## config.mk

```make
export PLATFORM = sky130hd
export DESIGN_NAME = etw_ctrl
export DESIGN_NICKNAME = d
export VERILOG_FILES = /design/src/hw/rtl/etw_pkg.sv /design/src/hw/rtl/etw_ctrl.sv
export SDC_FILE = /design/constraint.sdc
export NUM_CORES = 1
export LEC_CHECK = 0
export ABC_AREA = 1
export BUFFER_PORTS_ARGS = -buffer_cell sky130_fd_sc_hd__buf_4
export CAP_MARGIN = 20
export CORE_AREA = 2 2 39 41
export DETAILED_ROUTE_END_ITERATION = 8
export DIE_AREA = 0 0 41 43
export GPL_TIMING_DRIVEN = 0
export PLACE_DENSITY_LB_ADDON = 0.1
export SLEW_MARGIN = 20
export SYNTH_ARGS = -nofsm -noshare
export SYNTH_HDL_FRONTEND = slang
export SYNTH_SLANG_ARGS = --single-unit
```

## constraint.sdc

```tcl
create_clock -name clock -period 2.5 [get_ports clock]
set_input_delay 0.125 -clock clock [delete_from_list [all_inputs] [get_ports clock]]
set_output_delay 0.125 -clock clock [all_outputs]
set_load 0.02 [all_outputs]
```

## src/hw/rtl/etw_pkg.sv

```systemverilog
package etw_pkg;

   localparam int ELASTIC_TABLE_DEPTH = 1024;
   localparam int ROM_AW = $clog2(ELASTIC_TABLE_DEPTH);
   localparam int EASE_W = 20;
   localparam int DIV_STEPS = 16;
   localparam int DIV_CW = $clog2(DIV_STEPS);

   localparam logic [16:0] PCT_ONE = 17'd65536;
   localparam logic [17:0] BACK_C3 = 18'd177051;
   localparam logic [17:0] BACK_C1 = 18'd111515;

   localparam longint Q30_ONE = 64'sd1073741824;
   localparam longint HALF_PI_Q30 = 64'sd1686629713;
   localparam longint LN2_Q30 = 64'sd744261118;

   typedef enum logic [1:0] {
      CMD_TICK   = 2'd0,
      CMD_START  = 2'd1,
      CMD_CANCEL = 2'd2,
      CMD_LOAD   = 2'd3
   } cmd_type;

   typedef enum logic [1:0] {
      REG_TARGET   = 2'd0,
      REG_DURATION = 2'd1,
      REG_DELAY    = 2'd2,
      REG_EASING   = 2'd3
   } reg_index_type;

   typedef enum logic [1:0] {
      EASE_LINEAR  = 2'd0,
      EASE_ELASTIC = 2'd1,
      EASE_BACK    = 2'd2,
      EASE_SPARE   = 2'd3
   } ease_mode_type;

   typedef enum logic [3:0] {
      S_IDLE, S_EXEC, S_DIV, S_EASE_A, S_EASE_B, S_EASE_C, S_EASE_D,
      S_MUL, S_SUM, S_OUT
   } state_type;

   typedef enum logic [1:0] {
      PATH_DONE, PATH_DIV, PATH_EASE
   } path_type;

   typedef struct packed {
      logic capture;
      logic exec;
      logic div_step;
      logic ease_a;
      logic ease_b;
      logic ease_c;
      logic ease_d;
      logic mul;
      logic sum;
      logic out_load;
   } ctrl_cmd_type;

   typedef struct packed {
      path_type path;
      logic     div_last;
   } ctrl_status_type;

   typedef logic signed [EASE_W-1:0] rom_type [ELASTIC_TABLE_DEPTH];

   // Out-elastic curve: 2^(-10x) * sin((10x - 0.75) / 3 turns) + 1, in Q16.
   function automatic rom_type build_elastic_rom();
      rom_type rom;
      longint x, t, f, y, term, ex, v, turns, r, a, a2, st, ss, e;
      longint n, q;
      for (int i = 0; i < ELASTIC_TABLE_DEPTH; i++) begin
         x = (longint'(i) * 64'sd65536) / ELASTIC_TABLE_DEPTH;
         t = 64'sd10 * x;
         n = (t >>> 16) & 64'sd31;
         f = t & 64'sd65535;
         y = (f * LN2_Q30) >>> 16;
         term = Q30_ONE;
         ex = Q30_ONE;
         term = -((term * y) / Q30_ONE);           ex = ex + term;
         term = -((term * y) / Q30_ONE) / 64'sd2;  ex = ex + term;
         term = -((term * y) / Q30_ONE) / 64'sd3;  ex = ex + term;
         term = -((term * y) / Q30_ONE) / 64'sd4;  ex = ex + term;
         term = -((term * y) / Q30_ONE) / 64'sd5;  ex = ex + term;
         term = -((term * y) / Q30_ONE) / 64'sd6;  ex = ex + term;
         term = -((term * y) / Q30_ONE) / 64'sd7;  ex = ex + term;
         term = -((term * y) / Q30_ONE) / 64'sd8;  ex = ex + term;
         term = -((term * y) / Q30_ONE) / 64'sd9;  ex = ex + term;
         term = -((term * y) / Q30_ONE) / 64'sd10; ex = ex + term;
         term = -((term * y) / Q30_ONE) / 64'sd11; ex = ex + term;
         term = -((term * y) / Q30_ONE) / 64'sd12; ex = ex + term;
         // The series value lies between one half and one, so the shift
         // matches a division that truncates toward zero.
         ex = ex >>> n;
         v = ((t - 64'sd49152) * 64'sd65536) / 64'sd3;
         turns = (v + 64'sd4294967296) & 64'sd4294967295;
         q = turns >>> 30;
         r = turns & 64'sd1073741823;
         if ((q & 64'sd1) != 0) begin
            r = Q30_ONE - r;
         end
         a = (r * HALF_PI_Q30) >>> 30;
         a2 = (a * a) / Q30_ONE;
         st = a;
         ss = a;
         st = -((st * a2) / Q30_ONE) / 64'sd6;   ss = ss + st;
         st = -((st * a2) / Q30_ONE) / 64'sd20;  ss = ss + st;
         st = -((st * a2) / Q30_ONE) / 64'sd42;  ss = ss + st;
         st = -((st * a2) / Q30_ONE) / 64'sd72;  ss = ss + st;
         st = -((st * a2) / Q30_ONE) / 64'sd110; ss = ss + st;
         st = -((st * a2) / Q30_ONE) / 64'sd156; ss = ss + st;
         st = -((st * a2) / Q30_ONE) / 64'sd210; ss = ss + st;
         if (q >= 2) begin
            ss = -ss;
         end
         e = (ex * ss) / Q30_ONE + Q30_ONE;
         rom[i] = EASE_W'(e / 64'sd16384);
      end
      rom[0] = '0;
      return rom;
   endfunction

   localparam rom_type ELASTIC_ROM = build_elastic_rom();

endpackage

```

## src/hw/rtl/etw_ctrl.sv

```systemverilog
module etw_ctrl (
   input  logic                     clock,
   input  logic                     reset,
   input  logic                     req_tvalid,
   output logic                     req_tready,
   output logic                     rsp_tvalid,
   input  logic                     rsp_tready,
   input  etw_pkg::ctrl_status_type status,
   output etw_pkg::ctrl_cmd_type    cmd
);
   import etw_pkg::*;

   state_type state_ff, state_in;
   logic      rsp_valid_ff, rsp_valid_in;

   always_ff @(posedge clock) begin
      if (reset) begin
         state_ff <= S_IDLE;
         rsp_valid_ff <= 1'b0;
      end else begin
         state_ff <= state_in;
         rsp_valid_ff <= rsp_valid_in;
      end
   end

   always_comb begin
      state_in = state_ff;
      cmd = '0;
      req_tready = 1'b0;
      case (state_ff)
         S_IDLE: begin
            req_tready = 1'b1;
            if (req_tvalid) begin
               cmd.capture = 1'b1;
               state_in = S_EXEC;
            end
         end
         S_EXEC: begin
            cmd.exec = 1'b1;
            case (status.path)
               PATH_DIV:  state_in = S_DIV;
               PATH_EASE: state_in = S_EASE_A;
               default:   state_in = S_OUT;
            endcase
         end
         S_DIV: begin
            cmd.div_step = 1'b1;
            if (status.div_last) begin
               state_in = S_EASE_A;
            end
         end
         S_EASE_A: begin
            cmd.ease_a = 1'b1;
            state_in = S_EASE_B;
         end
         S_EASE_B: begin
            cmd.ease_b = 1'b1;
            state_in = S_EASE_C;
         end
         S_EASE_C: begin
            cmd.ease_c = 1'b1;
            state_in = S_EASE_D;
         end
         S_EASE_D: begin
            cmd.ease_d = 1'b1;
            state_in = S_MUL;
         end
         S_MUL: begin
            cmd.mul = 1'b1;
            state_in = S_SUM;
         end
         S_SUM: begin
            cmd.sum = 1'b1;
            state_in = S_OUT;
         end
         S_OUT: begin
            if (!rsp_valid_ff || rsp_tready) begin
               cmd.out_load = 1'b1;
               state_in = S_IDLE;
            end
         end
         default: state_in = S_IDLE;
      endcase
   end

   always_comb begin
      if (cmd.out_load) begin
         rsp_valid_in = 1'b1;
      end else if (rsp_tready) begin
         rsp_valid_in = 1'b0;
      end else begin
         rsp_valid_in = rsp_valid_ff;
      end
   end

   assign rsp_tvalid = rsp_valid_ff;

endmodule

```

==> run summary, run 1 <==
STA
• 1430 ps — post-layout min period
• 0 ps — Post-Route Setup TNS
• false — unrepaired setup endpoints after global routing
• 0 — max-slew violations
• 0.571 — final cycle utilization of the critical path
• 0 — hold violation total from the final report
• 1070 ps — min setup slack post-route
• 252 ps — transition time of the tightest slew-check pin
• 0.832 — worst slew margin relative to its limit
• 4.95 ps — Max Clock Skew
• 0 — final number of setup-violating endpoints
• 701 MHz — Fmax achieved

Place
• 732 µm — detailed-placement wirelength estimate
• 0.676 — weighted congestion reported at the end of routability-driven placement
• 1320 ps — Setup Slack @ Placement
• 18 — PortBufs

Final layout
• 100 µm² — Sequential Area
• 0.400 — proportion of layout cells with a drive suffix above 1
• 47.5% — synth-to-layout area growth
• 94 — nets
• 0.407 — post-route core utilization
• 0 — diode count
• 221 µm² — area of the multi-input gates
• 152 — number of filler instances in the final layout

Logic synthesis
• 0.262 — register area share after synthesis
• 18 — Synth cell types
• 0 — count of yosys warnings during synthesis
• 63 — instance count of the mapped netlist
• 71 — number of nets produced by synthesis
• 382 µm² — cell area after synthesis
• 6.06 µm² — average cell area after synthesis
• 5 — flop and latch count out of synthesis

Clock network
• 1 — maximum level of the CTS H-tree
• yes — clock tree from TritonCTS
• 50 ps — CTS clk-pin slew, worst paths
• 240 ps — Clock Latency Late Sink
• 0 — Hold-fix buffers, CTS
• clkbuf_4 — clock tree root buffer cell
• 5 — Clock Sinks
• 0 — number of instances resized during post-cts repair
• 0 — number of buffers inserted to repair setup after CTS
• 2 — number of buffers between clock root and the deepest sink
• 3 — number of clock buffers inserted by TritonCTS

Global route
• 7 — largest net degree at the start of global routing
• 362 — via count of the first global-routing pass
• 0.118 — GRT Util Overall
• 0 — Overflow after GRT
• 1410 µm — wire length of the first global-routing pass
• 0 — number of antenna violations at the first check in global routing

Setup path
• primary output — Worst Setup End Kind
• inv_1, nor2_4, nand2_1, nor2_1, buf_4, buf_4 — critical-path cell list
• reg2out — category of the critical setup timing path
• flip-flop — crit start category
• 1300 ps — Data arrival, critical path
• buf_4 — most frequent CP cell
• 2380 ps — required time worst endpoint
• 5 — peak fanout along the critical path
• dfxtp_1 — Crit-path slowest cell
• 390 ps — delay of the slowest cell on the worst path

Power and ir drop
• 0.253 — relative contribution of the clock network to total power
• 0.308 nW — Leak Pwr
• 0.280 — share of total power in sequential cells
• 0.000357 V — worst IR drop on VDD
• 0.000220 W — internal power component
• 0.466 — Logic pwr share
• 0.000152 W — Net Switching
• 0.409 — switching part of the total power
• 661 nW/µm² — P per Cell Area

Floorplanning
• 43 µm — Die H
• 0.276 — initial core utilization
• 14 — site row count
• 1380 µm² — Floorplan Core Area
• 19 — number of placed I/O pins
• 1760 µm² — Die ar.
• 41 µm — horizontal extent of the die

Routing
• 881 µm — routed wire length
• 427 µm — Met1 Routed Length
• 0 — post-route DRC violation count
• 397 µm — routed length on met2
• 4.14 — routed via count divided by cell count
• met3 — top layer in use
• 418 — number of vias after detailed routing
• 8.72 µm — post-detailed-route wirelength per cell
• 0 — remaining number of nets flagged by the antenna check after routing
• 2 — first-pass detailed-route iteration total
• 56 µm — detailed-routed wire length on met3
• 6 — first-iteration detailed-routing DRC count

Status
• completed — run status

Hold path
• in2reg — Hold Path Class

Run
• 0 — MaxCap Viol Count

## flip-flops by register name, indices dropped and copies added, names as in the netlist
signal      flops
state_ff        4
rsp_tvalid      1
## critical path: cells and delay by family, from the launching register on
| family | cells | cell delay [ps] |
|---|---|---|
| buf+inv | 3 | 330 |
| simple gates | 3 | 340 |
| flops | 1 | 390 |
## synth_stat cells
cell type,n,area share
nor2_1,17,0.17
inv_1,11,0.11
dfxtp_1,5,0.26
nand2_1,5,0.049
nand3_1,5,0.066
nor2_2,4,0.066
inv_2,3,0.030
a21oi_1,2,0.026
nand2_2,2,0.033
buf_4,1,0.020
ha_1,1,0.033
nand3_2,1,0.026
nor2_4,1,0.030
nor3_1,1,0.013
nor3_2,1,0.026
o21a_1,1,0.020
o21ai_0,1,0.013
o21ai_1,1,0.013
## power by group through the flow
| stage | registers [W] | clock network [W] | logic (W) |
|---|---|---|---|
| 3_5_place_dp | 0.000106 | 0 | 0.000176 |
| 6_report | 0.000104 | 0.0000944 | 0.000174 |
| 3_3_place_gp | 0.000107 | 0 | 0.000175 |
| 2_1_floorplan | 0.000104 | 0 | 0.000118 |
| 5_1_grt | 0.000106 | 0.000101 | 0.000194 |
| 4_1_cts | 0.000105 | 0.0000985 | 0.000176 |
## metal layers
metal | track usage | vias up
met5 | 0 | -
met4 | 0.0800 | 0
met3 | 0.0157 | 0
met2 | 0.166 | 11
met1 | 0.159 | 176
li1 | - | 231
## layout make-up
type / instances / area share
inverters: 14 / 0.0933
flip-flops and latches: 5 / 0.178
clock buffers: 4 / 0.0467
multi-input cells: 43 / 0.393
plain buffers: 1 / 0.0133
repair buffers: 18 / 0.240
well taps: 16 / 0.0356
## path summary, 6_finish.rpt
path | slack [ps] | startpoint | to | depth (start not counted)
max reg2reg | 1390 | state_ff[1] | state_ff[1] | 5
max | 1070 | state_ff[0] | cmd[0] | 6
min reg2reg | 600 | rsp_tvalid | rsp_tvalid | 4
min | 80 | reset | state_ff[2] | 2
## cell usage in the layout (no fill, tap or decap), drive strengths merged
cell type  Yosys  final
nor2          22     22
buf            1     19
inv           14     14
nand2          7      7
nand3          6      6
dfxtp          5      5
clkbuf         0      4
a21oi          2      2
nor3           2      2
o21ai          2      2
o21a           1      1
ha             1      1
## per-stage QoR
stage | power (W) | cells | hold slack [ps] | area, µm²
floorplan | 0.000222 | 63 | 194 | 382
global placement | 0.000282 | 97 | 325 | 537
detailed placement | 0.000282 | 97 | 329 | 537
CTS | 0.000379 | 101 | 70.1 | 563
global route | 0.000401 | 101 | 80.0 | 563
finish | 0.000372 | 101 | 81.2 | 563
## cells by family (layout without fill, tap and decap cells)
| group | after synthesis | after routing | share of synthesized area |
|---|---|---|---|
| simple gates | 37 | 37 | 0.475 |
| buf+inv | 15 | 37 | 0.157 |
| compound gates | 5 | 5 | 0.0721 |
| flops | 5 | 5 | 0.262 |
| fa+ha+maj | 1 | 1 | 0.0328 |
Note: power is estimated with default switching activity, not from simulation.
==> inputs of run 2 (changes only) <==
- clock period: 2.5 -> 1.2 ns (I/O delays scaled with it)
==> run summary, run 2 (synthesized netlist as in run 1, its figures left out) <==
Floorplanning
• 0.276 — initial core utilization
• 1760 µm² — Die ar.
• 14 — site row count
• 41 µm — horizontal extent of the die
• 43 µm — Die H
• 1380 µm² — Floorplan Core Area
• 19 — number of placed I/O pins

Setup path
• dfxtp_2 — Crit-path slowest cell
• reg2reg — category of the critical setup timing path
• flip-flop — Worst Setup End Kind
• 1370 ps — required time worst endpoint
• 9 — number of cells traversed by the worst register-to-register path
• 5 — peak fanout along the critical path
• buf_6, nor2_4, inv_4, buf_6, nor2_2, nor2_1, nor2_1, nand2_1, a21oi_2 — critical-path cell list
• flip-flop — crit start category
• 330 ps — delay of the slowest cell on the worst path
• 1400 ps — Data arrival, critical path

Status
• setup timing — failing checks
• complete, but fails checks — run status

Routing
• 4.29 — routed via count divided by cell count
• 0 — post-route DRC violation count
• 1030 µm — routed wire length
• 2 — first-pass detailed-route iteration total
• 1 — first-iteration detailed-routing DRC count
• 9.49 µm — post-detailed-route wirelength per cell
• 468 — number of vias after detailed routing
• 0 — remaining number of nets flagged by the antenna check after routing

Final layout
• 113 µm² — Sequential Area
• 4 — flip-flop count of the largest register after layout
• state_ff — largest register by flop count
• buf_4, nor2_1, inv_1, buf_6, nor2_4 — most used cells in the layout excluding fill and tap cells
• buf_4 — leading cell type in the layout, fill and taps excluded
• 0.602 — proportion of layout cells with a drive suffix above 1
• 102 — nets
• 93.4% — synth-to-layout area growth
• 0 — diode count
• 287 µm² — area of the multi-input gates
• 133 — number of filler instances in the final layout

Global route
• 6 — largest net degree at the start of global routing
• 412 — via count of the first global-routing pass
• 1600 µm — wire length of the first global-routing pass
• 0 — number of antenna violations at the first check in global routing
• 0.134 — GRT Util Overall
• 0 — Overflow after GRT

Clock network
• 40 ps — CTS clk-pin slew, worst paths
• 5 — Clock Sinks
• yes — clock tree from TritonCTS
• 3 — number of clock buffers inserted by TritonCTS
• 2 — number of buffers between clock root and the deepest sink
• clkbuf_4 — clock tree root buffer cell
• 1 — maximum level of the CTS H-tree
• 240 ps — Clock Latency Late Sink

STA
• 0 — hold violation total from the final report
• true — unrepaired setup endpoints after global routing
• 131 ps — worst slack on hold paths
• 0 — max-slew violations
• 2.52 ps — Max Clock Skew
• -26.7 ps — min setup slack post-route
• 815 MHz — Fmax achieved
• 0.856 — worst slew margin relative to its limit
• 1.02 — final cycle utilization of the critical path
• 213 ps — transition time of the tightest slew-check pin
• 1230 ps — post-layout min period
• 5 — final number of setup-violating endpoints

Power and ir drop
• 1310 nW/µm² — P per Cell Area
• 0.000970 W — total design power
• 0.363 nW — Leak Pwr
• 0.000772 V — worst IR drop on VDD

Place
• 18 — PortBufs
• 732 µm — detailed-placement wirelength estimate
• 0.676 — weighted congestion reported at the end of routability-driven placement

Hold path
• in2reg — Hold Path Class
• 4 — Hold Path Depth

Run
• 0 — MaxCap Viol Count

==> run 2: cell types whose count changed in the layout (fill, tap and decap cells not counted), sizes merged <==
cell / before / now
buf: 19 / 26
dlygate4sd3: 0 / 1
==> run 2: what timing repair did <==
item / 4_1_cts / 5_1_grt
buffers inserted: 7 / 0
pin swaps: 6 / 9
hold buffers: 1 / 0
gates resized for setup: 20 / 16
endpoints found under the setup margin: 9 / 11
endpoints found under the hold margin: 2 / 0
==> run 2: routing by layer <==
metal | vias to the layer above | routed length, µm | track usage
met4 | 0 | 0 | 0.0800
met3 | 0 | 45 | 0.0157
met5 | - | 0 | 0
met2 | 11 | 567 | 0.194
li1 | 250 | - | -
met1 | 207 | 421 | 0.182
==> run 2: critical path, delay by kind of cell, from the launching register on <==
kind | cells | cell delay (ps)
DFF | 1 | 330
and+or+nand+nor | 5 | 420
AOI/OAI and AO/OA | 1 | 120
buffers and inverters | 3 | 290
==> run 2: path summary, 6_finish.rpt <==
| check | end | slack [ps] | startpoint |
|---|---|---|---|
| max | state_ff[0] | -30 | state_ff[0] |
| max reg2reg | state_ff[0] | -30 | state_ff[0] |
| min reg2reg | state_ff[0] | 590 | rsp_tvalid |
| min | state_ff[0] | 130 | rsp_tready |
==> run 2: final cells by class <==
| type | count | share of cell area |
|---|---|---|
| plain buffers | 1 | 0.0102 |
| clock buffers | 4 | 0.0356 |
| inverters | 14 | 0.0780 |
| multi-input cells | 43 | 0.388 |
| flip-flops and latches | 5 | 0.153 |
| well taps | 16 | 0.0271 |
| repair buffers | 26 | 0.308 |
==> run 2: where the power goes <==
| part | internal [W] | leakage, nW | switching, W |
|---|---|---|---|
| Clock | 0.000126 | 0.0150 | 0.0000682 |
| Sequential | 0.000193 | 0.0433 | 0.0000327 |
| Combinational | 0.000259 | 0.305 | 0.000291 |
==> run 2: per-stage QoR <==
| step | TNS, ps | instance area (µm²) | utilization | worst slack (ps) | cells |
|---|---|---|---|---|---|
| finish | -73.4 | 738 | 0.533 | -26.7 | 109 |
| global route | -574 | 738 | 0.533 | -114 | 109 |
| CTS | -75.9 | 682 | 0.493 | -48.9 | 109 |
| detailed placement | 0 | 537 | 0.388 | 81.5 | 97 |
| global placement | 0 | 537 | 0.388 | 76.0 | 97 |
| floorplan | 0 | 382 | - | 22.3 | 63 |
